--- src/sv/gse_pkg.sv ---
// Shared types and constants of the gray-level Sobel edge stream.
package gse_pkg;

	// Field and datapath widths.
	localparam int PIX_W   = 8;
	localparam int COORD_W = 11;
	localparam int SIZE_W  = 12;
	localparam int GRAD_W  = 11;
	localparam int LINE_W  = 2 * PIX_W;

	// Frame size limits and reset values.
	localparam logic [SIZE_W-1:0] SIZE_MIN    = 12'd3;
	localparam logic [SIZE_W-1:0] HEIGHT_MAX  = 12'd2048;
	localparam logic [SIZE_W-1:0] WIDTH_RST   = 12'd640;
	localparam logic [SIZE_W-1:0] HEIGHT_RST  = 12'd480;
	localparam int                COL_LIMIT   = 2048;

	// Configuration port.
	localparam int PADDR_W = 3;
	localparam int PDATA_W = 32;
	localparam logic REG_IDX_WIDTH  = 1'b0;
	localparam logic REG_IDX_HEIGHT = 1'b1;

	// Saturation level of the edge magnitude.
	localparam logic [PIX_W-1:0] EDGE_MAX = 8'd255;

	// Position of one item in the frame and the flags derived from it.
	typedef struct packed {
		logic [COORD_W-1:0] row;
		logic [COORD_W-1:0] col;
		logic               valid;
		logic               inner;
		logic               last;
	} pos_t;

endpackage

--- src/sv/gse_pos.sv ---
// Raster position tracker: clamps the frame size and counts rows and columns.
module gse_pos import gse_pkg::*; #(
	parameter int MAX_COLS = 2048
) (
	input  logic              clk,
	input  logic              arst_n,
	input  logic [SIZE_W-1:0] frame_width,
	input  logic [SIZE_W-1:0] frame_height,
	input  logic              frame_start,
	input  logic              adv,
	output pos_t              pos
);

	localparam logic [SIZE_W-1:0] WIDTH_MAX = SIZE_W'(MAX_COLS);

	logic [COORD_W-1:0] col_q, row_q;
	logic [SIZE_W-1:0]  sz_w, sz_h;
	logic [SIZE_W-1:0]  c0, r0, c1, r1, cn, rn;
	logic [SIZE_W-1:0]  col_d, row_d;

	// Clamp the configured frame size to the supported range.
	always_comb begin
		if (frame_width < SIZE_MIN) begin
			sz_w = SIZE_MIN;
		end else if (frame_width > WIDTH_MAX) begin
			sz_w = WIDTH_MAX;
		end else begin
			sz_w = frame_width;
		end
		if (frame_height < SIZE_MIN) begin
			sz_h = SIZE_MIN;
		end else if (frame_height > HEIGHT_MAX) begin
			sz_h = HEIGHT_MAX;
		end else begin
			sz_h = frame_height;
		end
	end

	// Position of the current item, wrapping anything past the frame edges.
	always_comb begin
		c0 = frame_start ? '0 : {1'b0, col_q};
		r0 = frame_start ? '0 : {1'b0, row_q};
		if (c0 >= sz_w) begin
			c1 = '0;
			r1 = r0 + 12'd1;
		end else begin
			c1 = c0;
			r1 = r0;
		end
		if (r1 >= sz_h) begin
			r1 = '0;
		end
		pos.row   = r1[COORD_W-1:0];
		pos.col   = c1[COORD_W-1:0];
		pos.valid = (r1 != '0) && (c1 != '0);
		pos.inner = (r1 >= 12'd2) && (c1 >= 12'd2);
		pos.last  = (r1 == sz_h - 12'd1) && (c1 == sz_w - 12'd1);
	end

	// Position of the following item.
	always_comb begin
		cn = c1 + 12'd1;
		rn = r1 + 12'd1;
		if (cn >= sz_w) begin
			col_d = '0;
			row_d = (rn >= sz_h) ? '0 : rn;
		end else begin
			col_d = cn;
			row_d = r1;
		end
	end

	always_ff @(posedge clk or negedge arst_n) begin
		if (!arst_n) begin
			col_q <= '0;
			row_q <= '0;
		end else if (adv) begin
			col_q <= col_d[COORD_W-1:0];
			row_q <= row_d[COORD_W-1:0];
		end
	end

endmodule

--- config.mk ---
export PLATFORM = sky130hd
export DESIGN_NAME = gse_pos
export DESIGN_NICKNAME = d
export VERILOG_FILES = /design/src/sv/gse_pkg.sv /design/src/sv/gse_pos.sv
export SDC_FILE = /design/constraint.sdc
export NUM_CORES = 1
export LEC_CHECK = 0
export ABC_AREA = 1
export BUFFER_PORTS_ARGS = -buffer_cell sky130_fd_sc_hd__buf_2
export CELL_PAD_IN_SITES_DETAIL_PLACEMENT = 1
export CELL_PAD_IN_SITES_GLOBAL_PLACEMENT = 1
export CORE_UTILIZATION = 44
export DETAILED_ROUTE_END_ITERATION = 10
export PLACE_DENSITY_LB_ADDON = 0.1
export SYNTH_ARGS = -nofsm -noshare
export SYNTH_HDL_FRONTEND = slang
export SYNTH_SLANG_ARGS = --single-unit
export TNS_END_PERCENT = 10
--- constraint.sdc ---
create_clock -name clk -period 17.5 [get_ports clk]
set_input_delay 3.5 -clock clk [delete_from_list [all_inputs] [get_ports clk]]
set_output_delay 3.5 -clock clk [all_outputs]
set_load 0.03 [all_outputs]
Yosys cells after proc, flatten, opt, wreduce, memory -nomap -nowiden
Index checks and enable logic that the tools add are counted.
W data, S select, Z words.
Storage, ports and cells
  register bits: 22
  bits of input ports: 28
  output and inout port bits: 25
  word-level logic and storage cells: 36
Operators by class
  $add $sub $neg: 5
  order comparisons: 10
  eq/ne operators: 2
  muxes and demuxes: 12
  reductions and logical operators: 5
Operator list (count)
  $mux W12: 6
  $mux W11: 6
  $ge A12 B12 Y1: 3
  $add A11 B1 Y12 const B: 2
  $eq A12 B12 Y1: 2
  $ge A12 B2 Y1 const B: 2
  $gt A12 B12 Y1 const B: 2
  $lt A12 B2 Y1 const B: 2
  $reduce_bool A12 Y1: 2
  $sub A12 B1 Y12 const B: 2
  $add A12 B1 Y12 const B: 1
  $ge A11 B12 Y1: 1
  $logic_and A1 B1 Y1: 3

Depth between registers and ports, before layout
  depth in word-level cells: 11
  gate-level depth with buffers: 48
  gate-level depth less buffers: 48

Least setup slack after synthesis
OpenSTA, ideal clock, no wires.
  path type: input-to-output
  start: input port frame_width[3]
  end: output port pos[0] (netlist name)
  arrival time: 8.260 ns
  data required time: 14.000 ns
  slack: 5.740 ns
  stages on the path: 33
  cells stage by stage: nor2_1 -> nand2_1 -> nor2_1 -> nand2_1 -> nand2_1 -> buf_2 -> nand2_1 -> ha_1 -> nand2_1 -> nand2_1 -> nand2_1 -> nand2_1 -> a21oi_4 -> nand2_4 -> buf_2 -> o21ai_2 -> inv_1 -> ha_1 -> nand2_1 -> nor2_1 -> and2_1 -> nand2_1 -> nand4_2 -> nor2_2 -> ha_1 -> nand2_1 -> a21oi_1 -> nand2_1 -> nor2_1 -> nand2_1 -> nor2_1 -> nand4_1 -> nor2_1
RTL lines
  start: declaration: line gse_pos.sv:7  | input logic [SIZE_W-1:0] frame_width,
  end: declaration: line gse_pos.sv:11  | output pos_t pos

==> flow_summary.yaml <==
final_layout:
  regArea_um2: 551
  fillers: 1471
  multi_input_area_um2: 3330
  syn_to_final_growth_pct: 10.2
  post-route-util_pct: 50.2
  fin_nets: 916
  insertedDiodeCount: 0
  fin_area_um2: 4900
  layout-drive-gt1-share_pct: 11.1
floorplan:
  start_util_pct: 45.5
  rows: 36
  die_w_um: 103
  io_pins: 53
  die_area_um2: 10500
  fp.dieH_um: 103
  core-area_um2: 9770
detailed_routing:
  drt_iter0_drc: 180
  antenna_left: 0
  drc: 0
  vias: 5187
  first_pass_iters: 4
  drt_wl_total_mm: 16.3
  wl_per_cell_um: 16.9
  viasPerCell: 5.38
critical_path:
  worstPathArrival_ps: 9040
  reg2reg_slack_ps: 10980
  setup.worst_path.class: "primary input to output port"
  cp-start-kind: "primary input"
  worstReg2RegStart: "col_q[9]"
  cp_data_required_time_ps: 14000
  worst_r2r_path_depth: 41
  r2r_end: "row_q[3]"
  endpoint_kind: "output port"
  cp_max_fo: 19
  critPathMostFrequentCell: "nand2_1"
  cpPeakStageDelay_ps: 450
  critical_path.slowest_cell: "nor2_2"
yosys:
  synth_xor_xnor_area_share_pct: 4.33
  synth_top_area_share_pct: 21.7
  synth_top_area_cell: "nand2_1"
  yosysUniqueCellTypes: 41
  ys_ff_latch: 22
  synth-compound-area-share_pct: 10.5
  synth_edf_count: 0
  ys_warn_count: 0
  synth_fa_ha_area_share_pct: 15.8
  synthSimpleGateAreaFrac_pct: 44.2
  synth.area.mux_share_pct: 0
  synth.most_common_cell: "nand2_1"
  synth_seq_area_share_pct: 12.4
  synth_area_leaders: "nand2_1 (22%), ha_1 (16%), dfrtp_1 (12%), inv_1 (11%), nor2_1 (7.3%)"
  avgSynthCellArea_um2: 5.67
  syn_area_um2: 4450
  syn_inst: 784
  synth_top_family_by_area: "simple AND/OR/NAND/NOR gates"
  syn_nets: 868
  synth_top_flop_cell: "dfrtp_1"
  netlist_top_cells_count: "nand2_1 (257), inv_1 (126), nor2_1 (87), nand3_1 (58), ha_1 (56)"
  synthArstFlopShare_pct: 100
worst_hold_path:
  worstHoldPathType: "register to register"
  holdPathEnd: "col_q[0]"
  min_from: "col_q[0]"
  holdPathStages: 2
pwr:
  p_per_area_nw_per_um2: 49.4
  vdd_ir_drop_max_uv: 34.4
  power_leakage_nw: 2.96
global_route:
  antenna_found_initial: 0
  grt_pass1_wl_mm: 25.6
  grt_max_degree: 23
  track_usage_pct: 31.8
  grt_overflow: 0
  grt_pass1_vias: 5109
clock_tree:
  cts_setup_buffers: 0
  cts_resized: 0
  cts-htree-levels: 1
  ctsHoldBuffers: 0
  numCtsBuffers: 3
  cts.clk_slew.worst_paths_ps: 90
  clock_sinks: 22
  ctsLongestPathBuffers: 2
  clock_latency_ps: 270
  cts_root_buf: "clkbuf_8"
  cts_tree: "yes"
timing:
  hold_ws_ps: 518
  fmax_mhz: 79.7
  setup_tns_ps: 0
  worst_pin_slew_ps: 999
  slew-limit-headroom_pct: 32.9
  finalHoldViolations: 0
  rsz0062_at_grt: "no"
  skew_ps: 10.9
  fin_crit_ps: 12540
  fin_crit_sh_pct: 71.7
  slew_viol_final: 0
  setup_viol: 0
place:
  postPlaceCellArea_um2: 4830
  numPortBuffers: 52
  place.gp.congestion: 0.982
  place_hpwl_mm: 14.0
status:
  status: "finished, final reports clean"
run:
  max_cap_violations: 0
-- sequential cells by signal, summed over array words and instances, names as in the netlist --
register / count
row_q: 11
col_q: 11
-- worst max-delay path by stage --
stage | start | end
4_1_cts | frame_width[2] | pos[0]
3_3_place_gp | frame_width[9] | pos[0]
2_1_floorplan | frame_width[3] | pos[0]
5_1_grt | frame_width[9] | pos[0]
3_5_place_dp | frame_width[2] | pos[0]
6_report | frame_width[3] | pos[0]
-- critical path: cells and delay by family --
kind	cells	cell delay, ps
AND/OR/NAND/NOR	26	3500
adder cells (fa/ha/maj)	3	950
buffers and inverters	4	690
AO/OA/AOI/OAI	2	380
-- routing by layer --
metal | vias up | routed length, µm | GRT usage, %
met2 | 113 | 8260 | 60.4
met4 | 0 | 645 | 12.5
met1 | 2438 | 6860 | 36.3
li1 | 2596 | - | -
met3 | 40 | 526 | 3.19
met5 | - | 0 | 0
-- logic make-up after synthesis --
| group | after synthesis |
|---|---|
| AND/OR/NAND/NOR | 457 |
| buffers and inverters | 149 |
| AO/OA/AOI/OAI | 78 |
| adder cells (fa/ha/maj) | 56 |
| XOR/XNOR | 22 |
| flip-flops | 22 |
-- cell type report --
type | count | share of cell area [%]
Inverter | 140 | 10.7
Timing Repair Buffer | 52 | 5.31
Multi-Input combinational cell | 613 | 67.9
Clock buffer | 3 | 0.842
Sequential cell | 22 | 11.2
Clock inverter | 1 | 0.613
Tap cell | 133 | 3.39
-- power by group --
group	internal, mW	leakage [nW]	switching (mW)
Sequential	0.0547	0.298	0.00244
Combinational	0.0408	2.62	0.0966
Clock	0.0306	0.0357	0.0171
-- cells in the final DEF, fill, tap and decap left out, types with 2 or more instances in the layout --
cell type | Yosys | layout
o21ai_2 | 2 | 2
nand3_1 | 58 | 58
a22oi_1 | 9 | 9
nand4_1 | 20 | 20
nand3_2 | 3 | 3
o21ai_0 | 20 | 20
buf_2 | 4 | 52
nand2_1 | 257 | 257
xnor2_1 | 5 | 5
inv_1 | 126 | 126
xor2_1 | 17 | 17
a21oi_1 | 20 | 20
and2_1 | 3 | 3
dfrtp_1 | 22 | 22
nor3_1 | 9 | 9
nand3b_1 | 2 | 2
clkbuf_8 | 0 | 3
nor3_2 | 3 | 3
a211oi_1 | 2 | 2
nor2_4 | 3 | 3
or2_2 | 3 | 3
nor2_1 | 87 | 87
ha_1 | 56 | 56
o21ai_1 | 8 | 8
inv_2 | 13 | 13
o22ai_1 | 8 | 8
nor2_2 | 4 | 4
a21boi_0 | 2 | 2
o31ai_1 | 3 | 3
-- through the flow --
stage | cells | worst slack [ps] | power [mW]
6_report | 964 | 4960 | 0.242
4_1_cts | 964 | 5000 | 0.243
2_1_floorplan | 784 | 5740 | 0.151
3_3_place_gp | 960 | 5320 | 0.188
3_5_place_dp | 960 | 5040 | 0.194
5_1_grt | 964 | 4380 | 0.262
No activity file was read; power rests on OpenSTA's default activity.
