### config.mk
export PLATFORM = sky130hd
export DESIGN_NAME = gse_grad
export DESIGN_NICKNAME = d
export VERILOG_FILES = /design/src/sv/gse_pkg.sv /design/src/sv/gse_grad.sv
export SDC_FILE = /design/constraint.sdc
export NUM_CORES = 1
export LEC_CHECK = 0
export ABC_AREA = 0
export BUFFER_PORTS_ARGS = -buffer_cell sky130_fd_sc_hd__buf_4
export CORE_MARGIN = 2
export CORE_UTILIZATION = 54
export DETAILED_ROUTE_END_ITERATION = 10
export PLACE_DENSITY = 0.77
export SYNTH_ARGS = -nofsm -noshare
export SYNTH_HDL_FRONTEND = slang
export SYNTH_SLANG_ARGS = --single-unit
### constraint.sdc
create_clock -name clk -period 3.5 [get_ports clk]
set_input_delay 0.35 -clock clk [delete_from_list [all_inputs] [get_ports clk]]
set_output_delay 0.35 -clock clk [all_outputs]
set_load 0.01 [all_outputs]
### src/sv/gse_pkg.sv
// Shared types and constants of the gray-level Sobel edge stream.
package gse_pkg;

	// Field and datapath widths.
	localparam int PIX_W   = 8;
	localparam int COORD_W = 11;
	localparam int SIZE_W  = 12;
	localparam int GRAD_W  = 11;
	localparam int LINE_W  = 2 * PIX_W;

	// Frame size limits and reset values.
	localparam logic [SIZE_W-1:0] SIZE_MIN    = 12'd3;
	localparam logic [SIZE_W-1:0] HEIGHT_MAX  = 12'd2048;
	localparam logic [SIZE_W-1:0] WIDTH_RST   = 12'd640;
	localparam logic [SIZE_W-1:0] HEIGHT_RST  = 12'd480;
	localparam int                COL_LIMIT   = 2048;

	// Configuration port.
	localparam int PADDR_W = 3;
	localparam int PDATA_W = 32;
	localparam logic REG_IDX_WIDTH  = 1'b0;
	localparam logic REG_IDX_HEIGHT = 1'b1;

	// Saturation level of the edge magnitude.
	localparam logic [PIX_W-1:0] EDGE_MAX = 8'd255;

	// Position of one item in the frame and the flags derived from it.
	typedef struct packed {
		logic [COORD_W-1:0] row;
		logic [COORD_W-1:0] col;
		logic               valid;
		logic               inner;
		logic               last;
	} pos_t;

endpackage

### src/sv/gse_grad.sv
// Sliding 3x3 window columns and the Sobel gradient stage.
module gse_grad import gse_pkg::*; (
	input  logic                     clk,
	input  logic                     arst_n,
	input  logic                     adv,
	input  logic [PIX_W-1:0]         top_pix,
	input  logic [PIX_W-1:0]         mid_pix,
	input  logic [PIX_W-1:0]         bot_pix,
	output logic signed [GRAD_W-1:0] gx_s2,
	output logic signed [GRAD_W-1:0] gy_s2
);

	// Columns c-2 (entries 0..2) and c-1 (entries 3..5), top to bottom.
	logic [PIX_W-1:0] win_q [6];
	logic [9:0] right_sum, left_sum, bot_sum, top_sum;
	logic signed [GRAD_W-1:0] gx, gy;

	// Weighted sums of the four window edges.
	always_comb begin
		right_sum = 10'(top_pix) + {1'b0, mid_pix, 1'b0} + 10'(bot_pix);
		left_sum  = 10'(win_q[0]) + {1'b0, win_q[1], 1'b0} + 10'(win_q[2]);
		bot_sum   = 10'(win_q[2]) + {1'b0, win_q[5], 1'b0} + 10'(bot_pix);
		top_sum   = 10'(win_q[0]) + {1'b0, win_q[3], 1'b0} + 10'(top_pix);
		gx = $signed({1'b0, right_sum}) - $signed({1'b0, left_sum});
		gy = $signed({1'b0, bot_sum}) - $signed({1'b0, top_sum});
	end

	// Shift the window by one column per item.
	always_ff @(posedge clk or negedge arst_n) begin
		if (!arst_n) begin
			for (int i = 0; i < 6; i++) begin
				win_q[i] <= '0;
			end
		end else if (adv) begin
			win_q[0] <= win_q[3];
			win_q[1] <= win_q[4];
			win_q[2] <= win_q[5];
			win_q[3] <= top_pix;
			win_q[4] <= mid_pix;
			win_q[5] <= bot_pix;
		end
	end

	// Gradient pipeline register.
	always_ff @(posedge clk) begin
		if (adv) begin
			gx_s2 <= gx;
			gy_s2 <= gy;
		end
	end

endmodule

Yosys cells after proc, flatten, opt, wreduce, memory -nomap -nowiden
Cells that the tools add are included.
Widths: inputs -> output; s select.
{"block": "op_classes", "addsub": 10}
{"operator": "$add 10x8->10", "n": 4}
{"operator": "$add 8x9->10", "n": 4}
{"operator": "$sub 10x10->11", "n": 2}
{"block": "word_totals", "reg_bits": 70, "word_cells": 18, "input_bits": 27, "output_inout_bits": 22}

Depth between registers and ports, before layout
{"block": "depth", "word_depth": 3, "mapped_depth": 15, "mapped_depth_nobuf": 15}

Worst setup path before layout
OpenSTA, ideal clock, no wires.
{"block": "synth_path", "kind": "reg-to-reg", "start": "reg win_q[29] (netlist bit)", "end": "reg gx_s2[8] (data pin)", "t_arrival_ps": 3186, "setup_ps": 258, "slack_ps": 56, "stages_incl_launch_ff": 13, "synth_period_minus_slack_ps": 3444, "required_ps": 3242, "n_path_buf": 0, "path_cell_list": "dfrtp_1 inv_1 fa_1 fa_1 inv_1 fa_1 inv_1 ha_1 and2_4 a311oi_2 o21ai_2 o31ai_4 xnor2_1"}
{"block": "synth_between", "elab_chain_cells": 2}
{"element": "start: declaration", "line_no": "gse_grad.sv:14", "text": "logic [PIX_W-1:0] win_q [6];"}
{"element": "$add 10x8->10", "line_no": "gse_grad.sv:21", "text": "left_sum = 10'(win_q[0]) + {1'b0, win_q[1], 1'b0} + 10'(win_q[2]);"}
{"element": "$sub 10x10->11", "line_no": "gse_grad.sv:24", "text": "gx = $signed({1'b0, right_sum}) - $signed({1'b0, left_sum});"}
{"element": "named net gx[8]", "line_no": "gse_grad.sv:16", "text": "logic signed [GRAD_W-1:0] gx, gy;"}
{"element": "end signal: assignment", "line_no": "gse_grad.sv:47", "text": "gx_s2 <= gx;"}
{"element": "end: declaration", "line_no": "gse_grad.sv:9", "text": "output logic signed [GRAD_W-1:0] gx_s2,"}
The timed path passes the listed nets, and every way through them passes these cells.
A chain may end at the register's enable or synchronous reset.

Worst setup path after layout
{"block": "layout_path", "start": "reg win_q[43] (netlist bit)", "end": "reg gy_s2[9] (data pin)"}
{"block": "layout_between", "elab_chain_cells": 3}
{"element": "$add 8x9->10", "line_no": "gse_grad.sv:23", "text": "top_sum = 10'(win_q[0]) + {1'b0, win_q[3], 1'b0} + 10'(top_pix);"}
{"element": "$add 10x8->10", "line_no": "gse_grad.sv:23"}
{"element": "$sub 10x10->11", "line_no": "gse_grad.sv:25", "text": "gy = $signed({1'b0, bot_sum}) - $signed({1'b0, top_sum});"}
{"element": "named net gy[9]", "line_no": "gse_grad.sv:16"}
{"element": "end signal: assignment", "line_no": "gse_grad.sv:48", "text": "gy_s2 <= gy;"}
{"element": "end: declaration", "line_no": "gse_grad.sv:10", "text": "output logic signed [GRAD_W-1:0] gy_s2"}
The timed path passes the listed nets, and every way through them passes these cells.

==> reports/results.tsv <==
metric	value	unit
status	finished, final reports clean	
die height	98.3	um
Switch Pwr	2.20	mW
Die X	98.3	um
flop2flop setup slack	0.03	ns
syn_area_per_cell	11.2	um^2
Clock power frac	11.4	%
post-synthesis sequential area ratio	38.7	%
Fin. Hold Viols	0	
Hold-fix buffers, CTS	0	
Seq cells post-synth	70	
post-route setup TNS	0	ns
worst vdd ir	0.000493	V
Die Footprint	9670	um^2
number of max-cap violations	0	
placed wire-length estimate	6510	um
GRT met2 Usage	32.9	%
gr ovfl total	0	
Routed WL per cell	13.9	um
RD Place Congestion	0.793	
Setup crit start	win_q[43]$_DFFE_PN0P_	
GRT met1 Usage	23.8	%
synth warn	0	
Post-Synth Simple-Gate Area	4.61	%
Switching Fraction	39.2	%
top cell type's share of synthesized area	25.8	%
Iter 0 DRT Violations	87	
RSZ-0062 raised after global routing	yes	
internal power	3.41	mW
worst hold slack	0.00591	ns
Area Overhead vs Synth	20.3	%
initial antenna violation count	0	
Total GRT Usage	19.0	%
CTS tree	built	
sequential share of power	23.4	%
RR Endpoint	gy_s2[9]$_DFFE_PP_	
final WL	8560	um
1st-pass router iterations	4	
P per Cell Area	970	nW/um^2
Max Clk Rate	289	MHz
Layout Nets	617	
post-synthesis mux area share	3.75	%
Detail Route Antenna Nets	0	
Clock transition at path regs	0.08	ns
Max Slew Vio Count	0	
GR Layer Usage met3	3.51	%
Finished Layout Cells	617	
Finished Cell Area	5780	um^2
Worst Setup End Kind	register	
Clock Tree Root	clkbuf_8	
Syn Nets	542	
largest fanout on the critical path	2	
crit path to	gy_s2[9]$_DFFE_PP_	
top post-synthesis cells by area	fa_1, dfrtp_1, edfxtp_1, inv_1, ha_1	
worst rel slew slack	34.4	%
crit path DAT	3.56	ns
Util after Layout	66.6	%
residual DRC count	0	
vias in the first global route	3219	
Initial Util	55.4	%
Post-Synth Adder-Cell Area	32.1	%
compound-gate portion of the synthesized area	7.66	%
count of different cell masters after synthesis	34	
I/O pins	49	
Setup Skew	0.00816	ns
Static Leak	2.80	nW
vias	3044	
Critical Path RT	3.59	ns
cell taking the most area after synthesis	fa_1	
largest net degree at the start of global routing	103	
# rows	34	
largest family of logic cells by synthesized area	adder cells	
hold crit path type	in -> async	
R2R cell count	13	
diode count	0	
Critical R2R Launch	win_q[43]$_DFFE_PN0P_	
Port Buf Inserts	48	
clock sink count	70	
core region area	8680	um^2
GR peak layer	met2	
Crit Path Class	reg -> reg	
Setup violations, final	0	
Max Root-Sink Buffers	2	
cts bufs inserted	9	
layout cell share with drive strength beyond 1	29.9	%
period utilization	99.0	%
Mapped Area	4800	um^2
Comb pwr share	65.2	%
Vias/cell	4.93	
Post-Place Cells	594	
Worst Tran Pin Value	0.985	ns
global-route wire length before repair	14500	um
worst skew pair latency	0.34	ns
DP Area	5400	um^2
Worst setup SP type	register	
synthesized instance count	429	
min Tclk post-route	3.47	ns
htree depth	3	
xor and xnor area share after synthesis	2.55	%
-- sequential cells by signal (all words and copies together) (netlist names) --
signal and flops:
gx_s2 11, gy_s2 11, win_q 48
-- power by group through the flow --
stage	logic [mW]	registers [mW]	clock network, mW
2_1_floorplan	2.19	1.38	0
3_3_place_gp	3.15	1.33	0
3_5_place_dp	3.25	1.33	0
4_1_cts	3.41	1.31	0.653
5_1_grt	4.11	1.33	0.692
6_report	3.66	1.31	0.640
-- cells in the mapped netlist --
cell and instances:
nand2b_1 2, fa_1 62, o31ai_2 1, a311oi_2 1, nand3_1 2, o41ai_2 1
o21a_1 2, o2111ai_1 1, and2_4 1, a21oi_2 1, nand4_1 2, nand2_1 35
a31oi_1 1, a211oi_1 2, o21ai_2 1, edfxtp_1 22, buf_2 2, ha_1 24
nor2b_1 3, o21ai_1 2, nand2b_2 1, xor2_1 3, clkbuf_1 7, xnor2_1 11
o21ai_0 35, a21o_1 3, dfrtp_1 48, a21oi_1 3, o31ai_4 1, inv_1 126
o2bb2ai_1 1, mux2_2 16, a31o_1 1, nor2_1 5
-- final cells by class --
class / count / area [um^2]
Fill cell: 649 / 2900
Multi-Input combinational cell: 224 / 2570
Sequential cell: 70 / 1860
Timing Repair Buffer: 73 / 552
Inverter: 126 / 475
Tap cell: 108 / 135
Clock buffer: 9 / 124
Clock inverter: 7 / 65.1
-- per-stage QoR --
step	total power, mW	setup slack [ns]
3_3_place_gp	4.47	-0.00925
5_1_grt	6.13	-0.0921
3_5_place_dp	4.58	-0.0734
4_1_cts	5.38	-0.00922
6_report	5.61	0.0338
2_1_floorplan	3.57	0.0556
-- worst min-delay path by stage --
stage	slack [ns]	to	from
after global placement	0.40	win_q[40]$_DFFE_PN0P_	arst_n
after CTS	0.04	win_q[17]$_DFFE_PN0P_	arst_n
after detailed placement	0.43	win_q[41]$_DFFE_PN0P_	arst_n
after floorplan	0.05	win_q[0]$_DFFE_PN0P_	arst_n
after global routing	0.06	win_q[40]$_DFFE_PN0P_	arst_n
final	0.006	win_q[40]$_DFFE_PN0P_	arst_n
-- placed cells by master (no fill, tap or decap), types with 3 or more instances in the layout --
master	count
edfxtp_1	22
clkinvlp_4	3
inv_1	106
dfrtp_1	48
fa_2	8
nor2_1	5
o21ai_0	35
inv_2	19
ha_4	6
xnor2_1	11
a21o_1	3
ha_1	17
nand2_1	35
clkbuf_8	9
buf_4	72
fa_1	54
mux2_2	16
-- cells by family after synthesis --
family,count (synthesis)
simple gates,51
xor+xnor,14
flops,70
mux,16
buf+inv,135
compound gates,57
fa+ha+maj,86
-- routing by layer --
metal / vias up / share of wire [%]
li1: 1453 / -
met1: 1519 / 41
met2: 56 / 54
met3: 16 / 3.3
met4: 0 / 2.2
met5: - / 0
-- worst max-delay path, cell delays in order (launching register included) --
cell	delay (ns)
dfrtp_1	0.34
inv_2	0.04
buf_6	0.11
fa_1	0.51
fa_1	0.55
inv_1	0.05
fa_1	0.50
inv_2	0.05
ha_4	0.21
nor2b_4	0.11
o21a_1	0.17
a31o_1	0.23
o31ai_2	0.26
xnor2_1	0.10
-- timing repair --
item                                    in CTS  in global routing
buffers inserted                             1                  6
pin swaps                                   10                 34
resized for setup                            8                 37
endpoints found under the setup margin       3                  9
Note: power is estimated with default switching activity, not from simulation.
